<file path="src/design/lpm_mul.sv">
module lpm_mul (
  input  logic        clk_i,
  input  logic [31:0] a_i,
  input  logic [31:0] b_i,
  output logic [63:0] p_o
);

  logic [63:0] p_q;

  assign p_o = p_q;

  always_ff @(posedge clk_i) begin
    p_q <= 64'(a_i) * 64'(b_i);
  end

endmodule

</file>
<file path="config.mk">
export PLATFORM = sky130hd
export DESIGN_NAME = lpm_mul
export DESIGN_NICKNAME = d
export VERILOG_FILES = /design/src/design/lpm_mul.sv
export SDC_FILE = /design/constraint.sdc
export NUM_CORES = 2
export LEC_CHECK = 0
export BUFFER_PORTS_ARGS = -buffer_cell sky130_fd_sc_hd__buf_2
export CORE_MARGIN = 5
export CORE_UTILIZATION = 55
export CTS_BUF_LIST = sky130_fd_sc_hd__clkbuf_16
export DETAILED_ROUTE_END_ITERATION = 12
export PLACE_DENSITY = 0.72
export SKIP_CTS_REPAIR_TIMING = 1
export SLEW_MARGIN = 20
export SYNTH_ARGS = -nofsm -noshare
export SYNTH_HDL_FRONTEND = slang
export SYNTH_SLANG_ARGS = --single-unit
</file>
<file path="constraint.sdc">
create_clock -name clk_i -period 12.64 [get_ports clk_i]
set_clock_uncertainty 0.1 [all_clocks]
set_input_delay 3.792 -clock clk_i [delete_from_list [all_inputs] [get_ports clk_i]]
set_output_delay 3.792 -clock clk_i [all_outputs]
set_load 0.02 [all_outputs]
</file>
Yosys cells after proc, flatten, opt, wreduce, memory -nomap -nowiden
Index checks and enable logic that the tools add are counted.
{ "word_totals": {"romBits": 0, "n_memories": 0, "ramBits": 0, "reg_bits": 64, "output_inout_bits": 64, "latch_bits": 0} }
{ "classes": {"n_eq_ne": 0, "n_shift": 0, "n_bitwise": 0, "mux": 0, "add_sub_neg": 0, "div_mod_pow": 0, "n_mul": 1, "n_lt_le_gt_ge": 0, "n_reduce_logical": 0} }
{ "ops": {"columns": ["op", "n"], "rows": [
  ["$mul A32 B32 Y64", 1]
]} }

Logic depth before layout (Yosys ltp)
{ "depth": {"depth_word": 1, "ltp_mapped": 29} }

Worst setup path before layout
OpenSTA, ideal clock, no wires.
{ "synth_timing": {"path_type": "input to register", "startpoint": "input port a_i[25]", "endpoint": "register p_q[62] (netlist: p_o[62])", "arrival_ps": 10473, "n_path_buf": 2, "setup_slack_ps": 1995, "t_required_ps": 12468, "stages": 25, "cell_sequence": "clkbuf_1 > nand2_1 > fa_1 > inv_1 > fa_1 > inv_1 > fa_1 > inv_1 > fa_1 > fa_1 > fa_1 > fa_1 > inv_1 > fa_1 > inv_1 > ha_1 > buf_2 > nand4_1 > or4_1 > or3_1 > a31oi_1 > a31o_2 > a211oi_1 > o21ai_1 > xor2_1"} }
{ "synth_between": {"elab_chain_cells": 1} }
{ "synth_rtl": {"columns": ["item", "line_no", "text"], "rows": [
  ["start, declared", "3", "input logic [31:0] a_i,"],
  ["$mul A32 B32 Y64", "13", "p_q <= 64'(a_i) * 64'(b_i);"],
  ["end signal, assigned", "13", null],
  ["end, declared", "8", "logic [63:0] p_q;"]
]} }
No other way between the ends.

Worst setup path in the final report
Ends and elaborated chain as after synthesis.

==> key figures <==
Run status
  – Status: finished clean

Timing
  – Tcrit/Tclk final: 90.17%
  – RSZ-0062 raised after global routing: false
  – Fin Setup TNS: 0 ns
  – Hold Violations, Final: 0
  – Rel. slew slack: 43.73%
  – Crit path time final: 11.40 ns
  – Final hold slack: 4.041 ns
  – Worst slew pin tran: 0.8441 ns
  – Endpoints failing setup: 0
  – Fin. max-slew vios: 0
  – F_max: 87.74 MHz

Synthesis
  – Register area share after synthesis: 3.695%
  – Most common cell in the netlist: fa_1
  – Largest cells by area after synthesis: fa_1 52%, and2_1 11%, ha_1 9.5%, inv_1 9.4%, nand2_1 5.2%
  – Synthesized Nets: 4972
  – Syn Inst Count: 3748
  – Synth Cell Area: 34680 sq um
  – Synth area leader: fa_1
  – Flops & latches, synth: 64
  – Top_reg_cell synth: dfxtp_1
  – Number of synthesized flops with an enable pin: 0
  – Top-area cell type share of the netlist area: 51.73%
  – Async SR Flop Fraction: 0%
  – Top cells by count, synth: 896 x fa_1, 865 x inv_1, 602 x and2_1
  – Netlist cell types: 57
  – Synth Warn #: 0
  – Mean Syn Cell Area: 9.252 sq um

Finish
  – Fillers: 5535
  – Design Area, Final: 35930 sq um
  – Layout cells sized above 1: 4.774%
  – # nets final: 4906
  – Area grow syn2layout: 3.616%
  – Max FFs per register: 64

Floorplanning
  – Number of I/O pins: 129
  – Rows: 92
  – Chip height: 261.1 um
  – Chip width: 261.1 um
  – Core footprint: 62740 sq um
  – Initial cell density of the core: 55.27%
  – Die Area: 68170 sq um

Placed design
  – Placed instance area: 35650 sq um
  – Routability cong.: 0.9108
  – I/O Buffers: 128
  – Post-DP HPWL: 72200 um

Route
  – TritonRoute pass-1 iters: 5
  – Routed Antenna Nets: 0
  – Routed vias: 24937
  – DRC viols: 0
  – WL per Instance: 19.79 um
  – Drt via density: 5.500
  – Initial DRC Count: 1446
  – Wirelength, routed: 89730 um

GRT
  – First-pass GRT wire length: 146100 um
  – Total GRT Usage: 27.43%
  – Vias in the first global route: 27546
  – Largest net degree at the start of global routing: 33
  – Initial antenna violation count: 0
  – GR Overflow Total: 0

Clock tree
  – Clk buf depth: 2
  – CTS tree: built
  – CTS buffer count: 9
  – Clock-pin slew on the worst setup and hold paths: 0.06 ns
  – Root buffer cell: clkbuf_16
  – Sink Count: 64
  – CTS HTree Levels: 3

Setup path
  – Crit path from: a_i[25]
  – Crit path top cell by count: fa_1
  – Crit path DAT: 11.58 ns
  – CP cell instances: buf_2, nand2_1, fa_1, inv_1, fa_1, inv_1, fa_1, inv_1, fa_1, fa_1, fa_1, fa_1, inv_1, fa_1, inv_1, ha_1, nand4_1, or4_1, or3_1, a31oi_1, a31o_2, a211oi_1, o21ai_1, xor2_1
  – CP peak stage delay: 0.59 ns
  – CP max stage cell: fa_1
  – Delay-heaviest family, CP: adder cells
  – Startpoint Class: primary input
  – Worst EP required: 12.82 ns
  – CP Max Fanout: 32
  – WP buf/inv: 6
  – Worst Setup End Kind: flip-flop
  – WS Path Type: in2reg

Min path
  – Worst Hold Launch: b_i[0]
  – HP Class: in2reg

Run
  – Maxcap violations: 0
-- cell families after synthesis --
kind of cell,count (synthesis),share of synthesized area [%]
AO/OA/AOI/OAI,202,4.153
XOR/XNOR,60,1.515
adder cells (fa/ha/maj),1159,61.22
buffers and inverters,1085,11.77
flip-flops,64,3.695
multiplexers,1,0.02887
AND/OR/NAND/NOR,1177,17.62
-- cells in the final DEF, fill, tap and decap left out, drive strengths merged, types with 2 or more instances in the layout --
master    netlist  final
a211oi          3      3
a21boi          3      3
a21o           40     40
a21oi          66     66
a221o           4      4
a221oi          4      4
a311oi          2      2
a31oi          12     12
and2          602    602
and3           14     14
and3b           2      2
and4            3      3
buf             7    143
clkbuf        213      9
clkinv          0      4
clkinvlp        0      2
dfxtp          64     64
fa            896    896
ha            263    263
inv           865    866
nand2         480    480
nand2b          2      2
nand3          10     10
nand4          23     23
nor2           20     20
nor2b           2      2
nor3            7      7
o211ai          2      2
o21a            9      9
o21ai          26     26
o21bai         11     11
o221a           2      2
o221ai          3      3
o31ai           5      5
or2             3      3
or3             3      3
or4             3      3
xnor2          35     35
xor2           25     25
-- worst paths after layout --
kind      end  slack, ns  cells after the start
max   p_o[62]       1.24                     24
min    p_o[0]       4.04                      2
-- routing by layer --
metal	global-route usage, %	vias to the layer above	wire (um)
met4	13.34	0	5253
met3	4.580	266	6089
li1	-	10718	-
met2	48.85	1009	46590
met1	32.37	12944	31800
met5	0	-	0
-- metrics by stage --
stage               util [%]  cells  worst slack, ns
global route           57.27   4533           0.7976
global placement       56.83   4517            1.031
CTS                    57.27   4533            1.310
floorplan                  -   3748            1.995
finish                 57.27   4534            1.242
detailed placement     56.83   4517           0.9536
-- layout make-up --
cell class / instances / area, sq um / share of cell area (%)
antenna: 1 / 2.502 / 0.006965
clock buffer: 9 / 225.2 / 0.6268
tap: 846 / 1059 / 2.946
clock inverter: 7 / 47.55 / 0.1323
sequential: 64 / 1281 / 3.566
timing repair buffer: 143 / 753.2 / 2.096
multi-input combinational: 2599 / 29310 / 81.59
inverter: 865 / 3247 / 9.037
Power is left out: the tool's default activity adds up to more than one toggle a clock period on the data nets, which glitch-free logic cannot reach.
