`src/design/lpm_pkg.sv`:
```
package lpm_pkg;

  // defaults of the top level parameters
  localparam int PHASE_BITS_DEF = 24;
  localparam int SINE_DEPTH_DEF = 256;
  localparam int MAX_ARP_DEF    = 8;

  localparam logic [23:0] FMAX = 24'hFF_FFFF;

  // pi/2 and ln2 in Q30
  localparam logic [63:0] PI_HALF_Q30 = 64'd1686629713;
  localparam logic [31:0] LN2_Q30     = 32'd744261118;

  localparam logic [63:0] TWO_32 = 64'h1_0000_0000;

  // exponent divisors: cents to Q16 octaves, semitones to Q16 octaves
  localparam logic [9:0]  DIV_EXP   = 10'd600;
  localparam logic [9:0]  DIV_ARP   = 10'd12;
  localparam logic [31:0] RECIP_EXP = 32'(TWO_32 / 600);
  localparam logic [31:0] RECIP_ARP = 32'(TWO_32 / 12);

  // floor(2^32 / k) for series terms k = 1..10, k = 1 held at 2^32 - 1
  localparam logic [3:0]  TERM_LAST = 4'd9;
  localparam logic [31:0] RECIP_TERM [10] = '{
    32'hFFFF_FFFF,        32'h8000_0000,        32'(TWO_32 / 3),
    32'h4000_0000,        32'(TWO_32 / 5),      32'(TWO_32 / 6),
    32'(TWO_32 / 7),      32'h2000_0000,        32'(TWO_32 / 9),
    32'(TWO_32 / 10)
  };

  // sine series denominators (2k)(2k+1)
  localparam logic [63:0] TAYLOR_DIV [6] = '{
    64'd6, 64'd20, 64'd42, 64'd72, 64'd110, 64'd156
  };

  typedef enum logic [2:0] {
    CFG_RATE,
    CFG_OFFSET,
    CFG_WAVE,
    CFG_PULSE,
    CFG_MODE,
    CFG_DEPTH,
    CFG_ARP_OFS,
    CFG_ARP_CNT
  } lpm_cfg_idx_e;

  localparam logic [2:0] WAVE_SINE   = 3'd0;
  localparam logic [2:0] WAVE_SAW_UP = 3'd1;
  localparam logic [2:0] WAVE_SAW_DN = 3'd2;
  localparam logic [2:0] WAVE_TRI    = 3'd3;
  localparam logic [2:0] WAVE_RECT   = 3'd4;

  localparam logic [1:0] MODE_EXP = 2'd0;
  localparam logic [1:0] MODE_LIN = 2'd1;
  localparam logic [1:0] MODE_ARP = 2'd2;

  typedef struct packed {
    logic [23:0] rate_increment;
    logic [23:0] phase_offset;
    logic [2:0]  waveform;
    logic [23:0] pulse_width;
    logic [1:0]  mod_mode;
    logic [13:0] depth;
    logic [63:0] arp_offsets;
    logic [3:0]  arp_count;
  } lpm_cfg_t;

  // quarter sine entry in Q15 from an angle in Q30, evaluated at elaboration
  function automatic logic [14:0] sine_q15(input logic [63:0] x);
    logic [63:0]        t;
    logic signed [63:0] s;
    logic [63:0]        q;
    logic [14:0]        res;
    t = x;
    s = $signed(x);
    for (int k = 0; k < 6; k++) begin
      t = ((((t * x) >> 30) * x) >> 30) / TAYLOR_DIV[k];
      if (k[0] == 1'b0) begin
        s = s - $signed(t);
      end else begin
        s = s + $signed(t);
      end
    end
    if (s <= 0) begin
      res = '0;
    end else begin
      q = (64'(s) + 64'd16384) >> 15;
      res = (q > 64'd32767) ? 15'h7FFF : q[14:0];
    end
    return res;
  endfunction

endpackage

```
`src/design/lpm_cfg_regs.sv`:
```
module lpm_cfg_regs (
  input  logic             clk_i,
  input  logic             rst_ni,
  input  logic             cfg_valid_i,
  output logic             cfg_ready_o,
  input  logic [2:0]       cfg_index_i,
  input  logic [63:0]      cfg_data_i,
  output lpm_pkg::lpm_cfg_t cfg_o
);
  import lpm_pkg::*;

  lpm_cfg_t cfg_q;

  assign cfg_ready_o = 1'b1;
  assign cfg_o       = cfg_q;

  always_ff @(posedge clk_i or negedge rst_ni) begin
    if (!rst_ni) begin
      cfg_q.rate_increment <= '0;
      cfg_q.phase_offset   <= '0;
      cfg_q.waveform       <= '0;
      cfg_q.pulse_width    <= 24'h80_0000;
      cfg_q.mod_mode       <= '0;
      cfg_q.depth          <= '0;
      cfg_q.arp_offsets    <= '0;
      cfg_q.arp_count      <= 4'd1;
    end else if (cfg_valid_i) begin
      case (lpm_cfg_idx_e'(cfg_index_i))
        CFG_RATE:    cfg_q.rate_increment <= cfg_data_i[23:0];
        CFG_OFFSET:  cfg_q.phase_offset   <= cfg_data_i[23:0];
        CFG_WAVE:    cfg_q.waveform       <= cfg_data_i[2:0];
        CFG_PULSE:   cfg_q.pulse_width    <= cfg_data_i[23:0];
        CFG_MODE:    cfg_q.mod_mode       <= cfg_data_i[1:0];
        CFG_DEPTH:   cfg_q.depth          <= cfg_data_i[13:0];
        CFG_ARP_OFS: cfg_q.arp_offsets    <= cfg_data_i;
        CFG_ARP_CNT: cfg_q.arp_count      <= cfg_data_i[3:0];
        default: ;
      endcase
    end
  end

endmodule

```
`config.mk`:
```
export PLATFORM = sky130hd
export DESIGN_NAME = lpm_cfg_regs
export DESIGN_NICKNAME = d
export VERILOG_FILES = /design/src/design/lpm_pkg.sv /design/src/design/lpm_cfg_regs.sv
export SDC_FILE = /design/constraint.sdc
export NUM_CORES = 1
export LEC_CHECK = 0
export BUFFER_PORTS_ARGS = -buffer_cell sky130_fd_sc_hd__clkbuf_2
export CELL_PAD_IN_SITES_DETAIL_PLACEMENT = 2
export CELL_PAD_IN_SITES_GLOBAL_PLACEMENT = 2
export CORE_ASPECT_RATIO = 1.2
export CORE_MARGIN = 4
export CORE_UTILIZATION = 30
export DETAILED_ROUTE_END_ITERATION = 8
export GPL_TIMING_DRIVEN = 0
export PLACE_DENSITY_LB_ADDON = 0.3
export SLEW_MARGIN = 20
export SYNTH_ARGS = -nofsm -noshare
export SYNTH_HDL_FRONTEND = slang
export SYNTH_SLANG_ARGS = --single-unit
```
`constraint.sdc`:
```
create_clock -name clk_i -period 0.8 [get_ports clk_i]
set_clock_uncertainty 0.05 [all_clocks]
set_input_delay 0.16 -clock clk_i [delete_from_list [all_inputs] [get_ports clk_i]]
set_output_delay 0.16 -clock clk_i [all_outputs]
set_load 0.02 [all_outputs]
```
After elaboration in Yosys (flattened, before gate mapping) --
Cells that the tools add are included.
Cells by class: bitwise logic cells 0, div/mod/pow operators 0, order comparisons 0, reductions and logical operators 9, multiplexer cells 0, eq/ne operators 7, $add $sub $neg 0, multipliers 0, shifts and indexed selects 0
Operators by type and width (count):
- AND reduction 2 bit | 8
- equality test 3 bit, second input constant | 4
- equality test 3 x 2 -> 1 bit, second input constant | 2
- equality test 3 x 1 -> 1 bit, second input constant | 1
- zero test 3 bit | 1
Word-level totals: memories kept 0, ROM bits 0, register bits 159, bits in latches 0, input bits 70, memory bits (writable) 0, output and inout port bits 160, logic and storage cells 24

Depth between registers and ports, before layout --
Gate-level depths: netlist of run 1.
depth in word-level cells 2, depth in mapped cells 5, depth with buffers taken out 2

Least setup slack after synthesis of run 1 --
Ideal clock, no wire load.
kind input -> register, start in cfg_index_i[0], end reg cfg_q (netlist bit cfg_o[135]), data required time 625 ps, setup time 125 ps, cell stages on the path 4, slack -629 ps, buffers on the path 2, arrival 1254 ps, cells stage by stage buf_4 > nor4b_4 > buf_6 > mux2_4
Between the ends: cells in the longest elaborated chain, start to end 2
Ends and longest elaborated chain:
- from (decl) | RTL line lpm_cfg_regs.sv:6 | input logic [2:0] cfg_index_i,
- zero test 3 bit | RTL line lpm_cfg_regs.sv:28 | case (lpm_cfg_idx_e'(cfg_index_i))
- AND reduction 2 bit (no source line)
- to (decl) | RTL line lpm_cfg_regs.sv:12 | lpm_cfg_t cfg_q;
Every way passes these cells. A chain may end at the register's enable or synchronous reset.

Final worst setup path of run 1 --
start reg cfg_q (netlist bit cfg_o[0]), end out cfg_o[0] in the netlist's numbering
RTL lines:
- to (decl) | RTL line lpm_cfg_regs.sv:8 | output lpm_pkg::lpm_cfg_t cfg_o
No word-level cell between the ends.

==> impl_metrics.tcl, run 1 <==
set metrics [dict create \
    synth_common_cells "157 x dfrtp_1, 119 x mux2_2, 40 x mux2_4" \
    hpwlAfterDp_um 12800 \
    m1WireLength_um 10200 \
    max_freq_mhz 757 \
    path_buf_inv 1 \
    clock-sinks 159 \
    cts_max_level 4 \
    power.total_mw 32.4 \
    worst-r2r-cell-count 3 \
    postRouteWirelength_um 28500 \
    port_buffers 226 \
    yosysSeqAreaShare_pct 64.8 \
    synthArstFlopShare_pct 100 \
    grt_max_degree 89 \
    yosys.area.top_type "dfrtp_1" \
    dr.pass1.iters 4 \
    ant_nets 0 \
    critPathKind "reg2out" \
    crit_family "flip-flops" \
    path_clk_slew_ns 0.07 \
    synth_top_area_share_pct 63.9 \
    crit_fanout 2 \
    finalHoldViolations 98 \
    drcViolationCount 0 \
    start_kind "flip-flop" \
    met2WireLength_um 16100 \
    hold_slack_ns -0.325 \
    worst_ir_drop_vdd_uv 1400 \
    wl_met3_um 1260 \
    hp-class "in2async" \
    gp_congestion 0.719 \
    slew_violations 0 \
    top_layer_used "met4" \
    setup_viol 318 \
    synth_nets 415 \
    ys.flop_type "dfrtp_1" \
    path_depth 1 \
    grt_usage_pct 19.5 \
    cts_tree "built" \
    synth_edf_count 0 \
    die_area_um2 22800 \
    cpPeakStageDelay_ns 0.56 \
    failed_checks "negative hold slack, negative setup slack" \
    ctsHoldBuffers 38 \
    synth_most_common_cell "dfrtp_1" \
    num_io_pins 230 \
    synth_seq_cells 159 \
    timing.slew.headroom_pct 50.6 \
    syn-instance-count 345 \
    wire_per_inst_um 27.7 \
    outcome "complete, but fails checks" \
    fin_setup_tns_ns -94.58 \
    arrival_ns 1.11 \
    cts_made_buffers 17 \
    die_y_um 165 \
    viasPerCell 4.60 \
    finalCritPeriodShare_pct 165 \
    yosys-top-cells-area "dfrtp_1 64%, mux2_2 22%, mux2_4 9.8%" \
    core_um2 20200 \
    powerDensity_nw_per_um2 2800 \
    row_count 57 \
    maxCapViolCount 0 \
    endpoint_kind "primary output" \
    crit_required_ns 0.59 \
    globalRouteOverflowTotal 0 \
    final_cell_area_um2 11600 \
    first_global_vias 5362 \
    place_ws_ns -0.951 \
    nets 820 \
    worst_slack_ns -0.521 \
    p_leak_nw 5.65 \
    antenna_found_initial 1 \
    yosysWarnings 0 \
    vias 4730 \
    crit_chain "buf_8" \
    drive_gt1_share_pct 73.5 \
    fin_crit_ns 1.32 \
    largest_reg_flops 159 \
    start_util_pct 30.5 \
    syn_to_final_growth_pct 88.2 \
    slowest_stage "dfstp_2" \
    syn_area_um2 6150 \
    yosys.cell_types.count 12 \
    clk_latency_ns 0.41 \
    place_area_um2 7770 \
    cts.path.max_buffers 2 \
    grt_first_pass_wirelength_um 33700 \
    cts_root_buf "clkbuf_16" \
    rsz0062_at_grt "true" \
    tightest_slew_ns 0.741 \
    die_w_um 139 \
    syn-mean-instance-area_um2 17.8 \
    drt_iter0_drc 178 \
]
-- cells by family (layout without fill, tap and decap cells) --
kind of cell	Yosys count	count (layout)	share of synthesized area (%)
buffers and inverters	18	436	2.06
flip-flops	159	159	64.8
multiplexers	159	159	31.6
AND/OR/NAND/NOR	8	8	1.53
other	1	2	0.0610
-- power breakdown --
| group | internal [mW] | leakage [nW] | switching, mW |
|---|---|---|---|
| registers | 9.84 | 1.91 | 1.73 |
| clock network | 4.69 | 0.285 | 3.77 |
| logic | 7.28 | 3.46 | 5.09 |
-- per-layer routing --
| metal | global-route usage, % | vias up |
|---|---|---|
| met5 | 0 | - |
| met4 | 5.52 | 0 |
| met3 | 5.24 | 44 |
| met2 | 37.2 | 167 |
| met1 | 21.3 | 2474 |
| li1 | - | 2045 |
-- cell usage in the layout (no fill, tap or decap) --
cell type	n
clkbuf_1	2
clkbuf_8	44
clkinv_4	4
mux2_2	72
diode_2	1
clkbuf_4	1
nand4b_1	3
clkbuf_2	64
conb_1	1
inv_8	1
clkinvlp_4	1
clkinv_2	1
inv_6	4
dfrtp_1	157
dfstp_2	2
and4bb_2	3
nor4b_4	1
buf_16	4
buf_4	51
buf_12	19
mux2_4	87
buf_6	150
dlygate4sd3_1	38
nand4_1	1
buf_8	25
clkbuf_16	25
bufinv_16	2
-- cell type report --
class / instances / area [um^2]
Fill cell: 1743 / 8610
Timing Repair Buffer: 386 / 4120
Sequential cell: 159 / 3980
Multi-Input combinational cell: 168 / 2210
Clock buffer: 19 / 433
Tap cell: 265 / 332
Buffer: 18 / 329
Clock inverter: 13 / 154
Antenna cell: 1 / 2.50
-- stage by stage --
| step | std cells | util [%] |
|---|---|---|
| 2_1_floorplan | 345 | - |
| 3_3_place_gp | 836 | 38.3 |
| 6_report | 1029 | 57.3 |
| 3_5_place_dp | 837 | 38.5 |
| 4_1_cts | 975 | 50.5 |
| 5_1_grt | 1029 | 57.3 |
-- path summary, 6_finish.rpt --
kind	from	to	slack [ns]
worst min register to register	cfg_o[95]$_DFFE_PN0P_	cfg_o[95]$_DFFE_PN0P_	0.48
worst max-delay path	cfg_o[0]$_DFFE_PN1P_	cfg_o[0]	-0.52
max in group asynchronous	rst_ni	cfg_o[98]$_DFFE_PN0P_	0.20
worst min-delay path	rst_ni	cfg_o[34]$_DFFE_PN0P_	-0.32
min in group clk_i	cfg_data_i[52]	cfg_o[56]$_DFFE_PN0P_	-0.06
worst max register to register	cfg_o[138]$_DFFE_PN0P_	cfg_o[138]$_DFFE_PN0P_	-0.29
-- what timing repair did --
| action | in CTS | in global routing |
|---|---|---|
| cloned | 6 | 8 |
| setup endpoints to repair | 316 | 333 |
| buffers inserted | 62 | 66 |
| pin swaps | 2 | 3 |
| endpoints found under the hold margin | 203 | 115 |
| resized for setup | 200 | 375 |
No activity file was read; power rests on OpenSTA's default activity.
==> inputs of run 2 (changes only) <==
==> constraint.sdc (replaced) <==
create_clock -name clk_i -period 0.8 [get_ports clk_i]
set_clock_uncertainty 0.05 [all_clocks]
set_input_delay 0 -clock clk_i [delete_from_list [all_inputs] [get_ports clk_i]]
set_output_delay 0 -clock clk_i [all_outputs]
set_load 0.02 [all_outputs]
==> impl_metrics.tcl, run 2 (synthesis gave the netlist of run 1 again) <==
set metrics [dict create \
    cts_made_buffers 17 \
    slowest_stage "dfstp_2" \
    ant_nets 0 \
    first_global_vias 5549 \
    vias 4836 \
    tightest_slew_ns 0.759 \
    nets 848 \
    hpwlAfterDp_um 12600 \
    crit_fanout 2 \
    grt_first_pass_wirelength_um 36500 \
    reg2reg_slack_ns -0.25 \
    hp-class "in2async" \
    drcViolationCount 0 \
    die_w_um 139 \
    cts.path.max_buffers 2 \
    num-fill-cells 1621 \
    seq_power_share_pct 34.8 \
    clk_latency_ns 0.42 \
    row_count 57 \
    crit_required_ns 0.75 \
    multi_input_area_um2 2460 \
    slew_violations 0 \
    drive_gt1_share_pct 71.8 \
    path_clk_slew_ns 0.07 \
    syn_to_final_growth_pct 98.1 \
    port_buffers 226 \
    power_frac_comb_pct 39.6 \
    wire_per_inst_um 28.7 \
    outcome "complete, but fails checks" \
    p_int_mw 22.8 \
    place_ws_ns -0.802 \
    start_kind "flip-flop" \
    grt_usage_pct 21.3 \
    timing.slew.headroom_pct 49.4 \
    die_area_um2 22800 \
    die_y_um 165 \
    p_sw_share_pct 32.3 \
    rsz0062_at_grt "true" \
    clock-sinks 159 \
    grt_max_degree 83 \
    globalRouteOverflowTotal 0 \
    setup_viol 318 \
    crit_family "flip-flops" \
    p_leak_nw 6.11 \
    ctsHoldBuffers 64 \
    hold_slack_ns -0.454 \
    crit_chain "buf_8" \
    viasPerCell 4.58 \
    largest_reg_flops 159 \
    critPathKind "reg2out" \
    fin_crit_ns 1.18 \
    finalCritPeriodShare_pct 147 \
    final_common_cell "buf_6" \
    failed_checks "negative hold slack, negative setup slack" \
    cts_max_level 4 \
    cts_root_buf "clkbuf_16" \
    path_buf_inv 1 \
    antenna_found_initial 1 \
    endpoint_kind "primary output" \
    core_um2 20200 \
    drt_iter0_drc 169 \
    start_util_pct 30.5 \
    cts_tree "built" \
    gp_congestion 0.708 \
    p_switching_mw 10.9 \
    powerDensity_nw_per_um2 2770 \
    cpPeakStageDelay_ns 0.57 \
    max_freq_mhz 850 \
    p_clk_share_pct 25.6 \
    postRouteWirelength_um 30400 \
    fin_setup_tns_ns -58.03 \
    maxCapViolCount 0 \
    final_cell_mix "162 x buf_6, 152 x mux2_4, 152 x dfrtp_1" \
    worst_ir_drop_vdd_uv 1500 \
    finalHoldViolations 79 \
    dr.pass1.iters 4 \
    num_io_pins 230 \
    arrival_ns 1.13 \
    worst_slack_ns -0.377 \
    seqCellArea_um2 3990 \
]
==> run 2: timing repair <==
item                       CTS  global route
gates resized for setup    262           389
hold endpoints to repair   239            79
setup endpoints to repair  297           318
setup buffers               67            50
gates cloned                 8             2
pin swaps                    3             2
==> run 2: area by class of cell <==
type,count,area share (%)
flip-flops and latches,159,32.8
well taps,265,2.72
clock inverters,10,1.04
repair buffers,416,37.0
plain buffers,16,2.34
diodes,1,0.0206
multi-input cells,168,20.2
clock buffers,22,3.90
==> run 2: final timing paths <==
path,startpoint,endpoint,cells after the start
worst max register to register,cfg_o[157]$_DFFE_PN0P_,cfg_o[157]$_DFFE_PN0P_,2
worst max-delay path,cfg_o[0]$_DFFE_PN1P_,cfg_o[0],1
worst min-delay path,rst_ni,cfg_o[62]$_DFFE_PN0P_,1
worst min register to register,cfg_o[7]$_DFFE_PN0P_,cfg_o[7]$_DFFE_PN0P_,1
max in group asynchronous,rst_ni,cfg_o[96]$_DFFE_PN0P_,2
min in group clk_i,cfg_index_i[0],cfg_o[143]$_DFFE_PN0P_,5
==> run 2: power groups by stage <==
stage | registers [mW] | logic, mW | clock network (mW)
3_3_place_gp | 10.9 | 7.00 | 0
5_1_grt | 11.9 | 13.9 | 9.12
3_5_place_dp | 11.0 | 7.17 | 0
4_1_cts | 11.0 | 10.1 | 8.50
6_report | 11.7 | 13.3 | 8.61
2_1_floorplan | 13.1 | 2.05 | 0
==> run 2: metal layers <==
layer / vias up / track usage, % / routed length (um)
met5: - / 0 / 0
met3: 29 / 5.91 / 1250
li1: 2091 / - / -
met2: 155 / 41.5 / 17700
met1: 2561 / 22.5 / 10700
met4: 0 / 5.60 / 705
==> run 2: through the flow <==
stage	hold slack [ns]	std cells	utilization (%)	area (um^2)	total power [mW]
2_1_floorplan	-0.346	345	-	6280	15.1
3_3_place_gp	0.183	836	38.4	7750	17.9
3_5_place_dp	0.0492	837	38.6	7780	18.2
4_1_cts	-0.412	1008	53.9	10900	29.6
5_1_grt	-0.397	1057	60.3	12200	34.9
6_report	-0.454	1057	60.3	12200	33.7
==> inputs of run 3 (changes only) <==
- BUFFER_PORTS_ARGS: -buffer_cell sky130_fd_sc_hd__clkbuf_2 -> not set
- CORE_UTILIZATION: 30 -> 38
- DONT_BUFFER_PORTS: not set -> 1
==> impl_metrics.tcl, run 3 (synthesis gave the netlist of run 1 again) <==
set metrics [dict create \
    p_sw_share_pct 31.1 \
    start_kind "flip-flop" \
    path_clk_slew_ns 0.06 \
    grt_usage_pct 20.3 \
    seqCellArea_um2 4180 \
    p_int_mw 17.8 \
    cts.path.max_buffers 2 \
    row_count 50 \
    dr.pass1.iters 4 \
    num_io_pins 230 \
    port_buffers 0 \
    ctsHoldBuffers 64 \
    postRouteWirelength_um 18200 \
    largest_reg_flops 159 \
    fin_crit_ns 1.07 \
    clock-sinks 159 \
    failed_checks "negative hold slack, negative setup slack" \
    critPathKind "reg2out" \
    gp_congestion 0.676 \
    wire_per_inst_um 27.8 \
    final_cell_mix "157 x mux2_4, 157 x dfrtp_2, 64 x dlygate4sd3_1" \
    multi_input_area_um2 2480 \
    syn_to_final_growth_pct 37.0 \
    nets 505 \
    worst-r2r-cell-count 1 \
    globalRouteOverflowTotal 0 \
    worst_slack_ns -0.271 \
    reg2reg_slack_ns -0.16 \
    core_um2 15800 \
    viasPerCell 5.07 \
    critPathCapture "cfg_o[0]" \
    clk_latency_ns 0.42 \
    path_depth 0 \
    worst_ir_drop_vdd_uv 1780 \
    finalCritPeriodShare_pct 134 \
    antenna_found_initial 0 \
    seq_power_share_pct 54.6 \
    num-fill-cells 1347 \
    p_leak_nw 3.83 \
    setup_viol 318 \
    crit_required_ns 0.75 \
    max_freq_mhz 934 \
    finalHoldViolations 159 \
    rsz0062_at_grt "true" \
    hold_slack_ns -0.777 \
    slew_violations 0 \
    r2r-start "cfg_o[82]$_DFFE_PN0P_" \
    crit_start "cfg_o[0]$_DFFE_PN1P_" \
    hp-class "in2async" \
    first_global_vias 4050 \
    p_clk_share_pct 32.0 \
    start_util_pct 39.0 \
    die_y_um 147 \
    powerDensity_nw_per_um2 3070 \
    drcViolationCount 0 \
    vias 3324 \
    cts_root_buf "clkbuf_16" \
    grt_first_pass_wirelength_um 27200 \
    cts_made_buffers 17 \
    arrival_ns 1.02 \
    outcome "complete, but fails checks" \
    maxCapViolCount 0 \
    cts_max_level 4 \
    die_area_um2 18300 \
    ant_nets 0 \
    place_ws_ns -0.778 \
    crit_fanout 2 \
    drive_gt1_share_pct 84.1 \
    hpwlAfterDp_um 10600 \
    endpoint_kind "primary output" \
    power_frac_comb_pct 13.4 \
    cts_tree "built" \
    drt_iter0_drc 153 \
    grt_max_degree 160 \
    r2r_end "cfg_o[82]$_DFFE_PN0P_" \
    antennaDiodeCount 0 \
    p_switching_mw 8.05 \
    die_w_um 124 \
]
-- run 3: cell count changes in the layout (fill, tap and decap cells not counted), sizes merged --
| cell | before | now |
|---|---|---|
| buf | 254 | 25 |
| bufinv | 2 | 3 |
| clkbuf | 136 | 21 |
| clkinv | 2 | 5 |
| clkinvlp | 3 | 1 |
| diode | 1 | 0 |
| inv | 3 | 1 |
-- run 3: power by group through the flow --
| stage | clock network [mW] | registers (mW) | logic [mW] |
|---|---|---|---|
| 6_report | 8.29 | 14.1 | 3.48 |
| 4_1_cts | 8.41 | 14.1 | 3.40 |
| 3_5_place_dp | 0 | 13.8 | 2.32 |
| 2_1_floorplan | 0 | 13.1 | 2.05 |
| 5_1_grt | 8.94 | 14.4 | 3.70 |
| 3_3_place_gp | 0 | 13.7 | 2.14 |
-- run 3: final cells by class --
| type | count | share of cell area [%] |
|---|---|---|
| Buffer | 18 | 2.54 |
| Clock inverter | 10 | 1.61 |
| Timing Repair Buffer | 71 | 8.23 |
| Multi-Input combinational cell | 168 | 29.4 |
| Sequential cell | 159 | 49.6 |
| Tap cell | 208 | 3.09 |
| Clock buffer | 21 | 5.47 |
-- run 3: metrics by stage --
| step | util (%) | cells | area (um^2) | total power [mW] | setup TNS (ns) |
|---|---|---|---|---|---|
| 2_1_floorplan | - | 345 | 6280 | 15.1 | -37.85 |
| 5_1_grt | 53.4 | 655 | 8420 | 27.0 | -43.60 |
| 3_5_place_dp | 41.5 | 553 | 6540 | 16.1 | -65.03 |
| 4_1_cts | 53.3 | 655 | 8410 | 25.9 | -38.94 |
| 3_3_place_gp | 41.5 | 553 | 6540 | 15.8 | -61.56 |
| 6_report | 53.4 | 655 | 8420 | 25.9 | -36.42 |
-- run 3: worst min path at each step --
| stage | from | end | depth (start not counted) |
|---|---|---|---|
| 5_1_grt | rst_ni | cfg_o[29]$_DFFE_PN0P_ | 0 |
| 3_5_place_dp | rst_ni | cfg_o[28]$_DFFE_PN0P_ | 0 |
| 2_1_floorplan | rst_ni | cfg_o[100]$_DFFE_PN0P_ | 0 |
| 6_report | rst_ni | cfg_o[29]$_DFFE_PN0P_ | 0 |
| 3_3_place_gp | rst_ni | cfg_o[29]$_DFFE_PN0P_ | 0 |
| 4_1_cts | rst_ni | cfg_o[28]$_DFFE_PN0P_ | 0 |
-- run 3: timing repair --
item                                    CTS  global route
endpoints found under the setup margin  318           318
gates resized for setup                 255             3
hold endpoints to repair                318           161
buffers inserted                          7             0
pin swaps                                 2             0
-- run 3: routing by layer --
metal	vias up	part of all wire (%)	track usage (%)
met2	141	54	36.2
met1	1763	35	21.7
met4	0	1.7	6.03
met5	-	0	0
met3	21	9.1	8.24
li1	1399	-	-
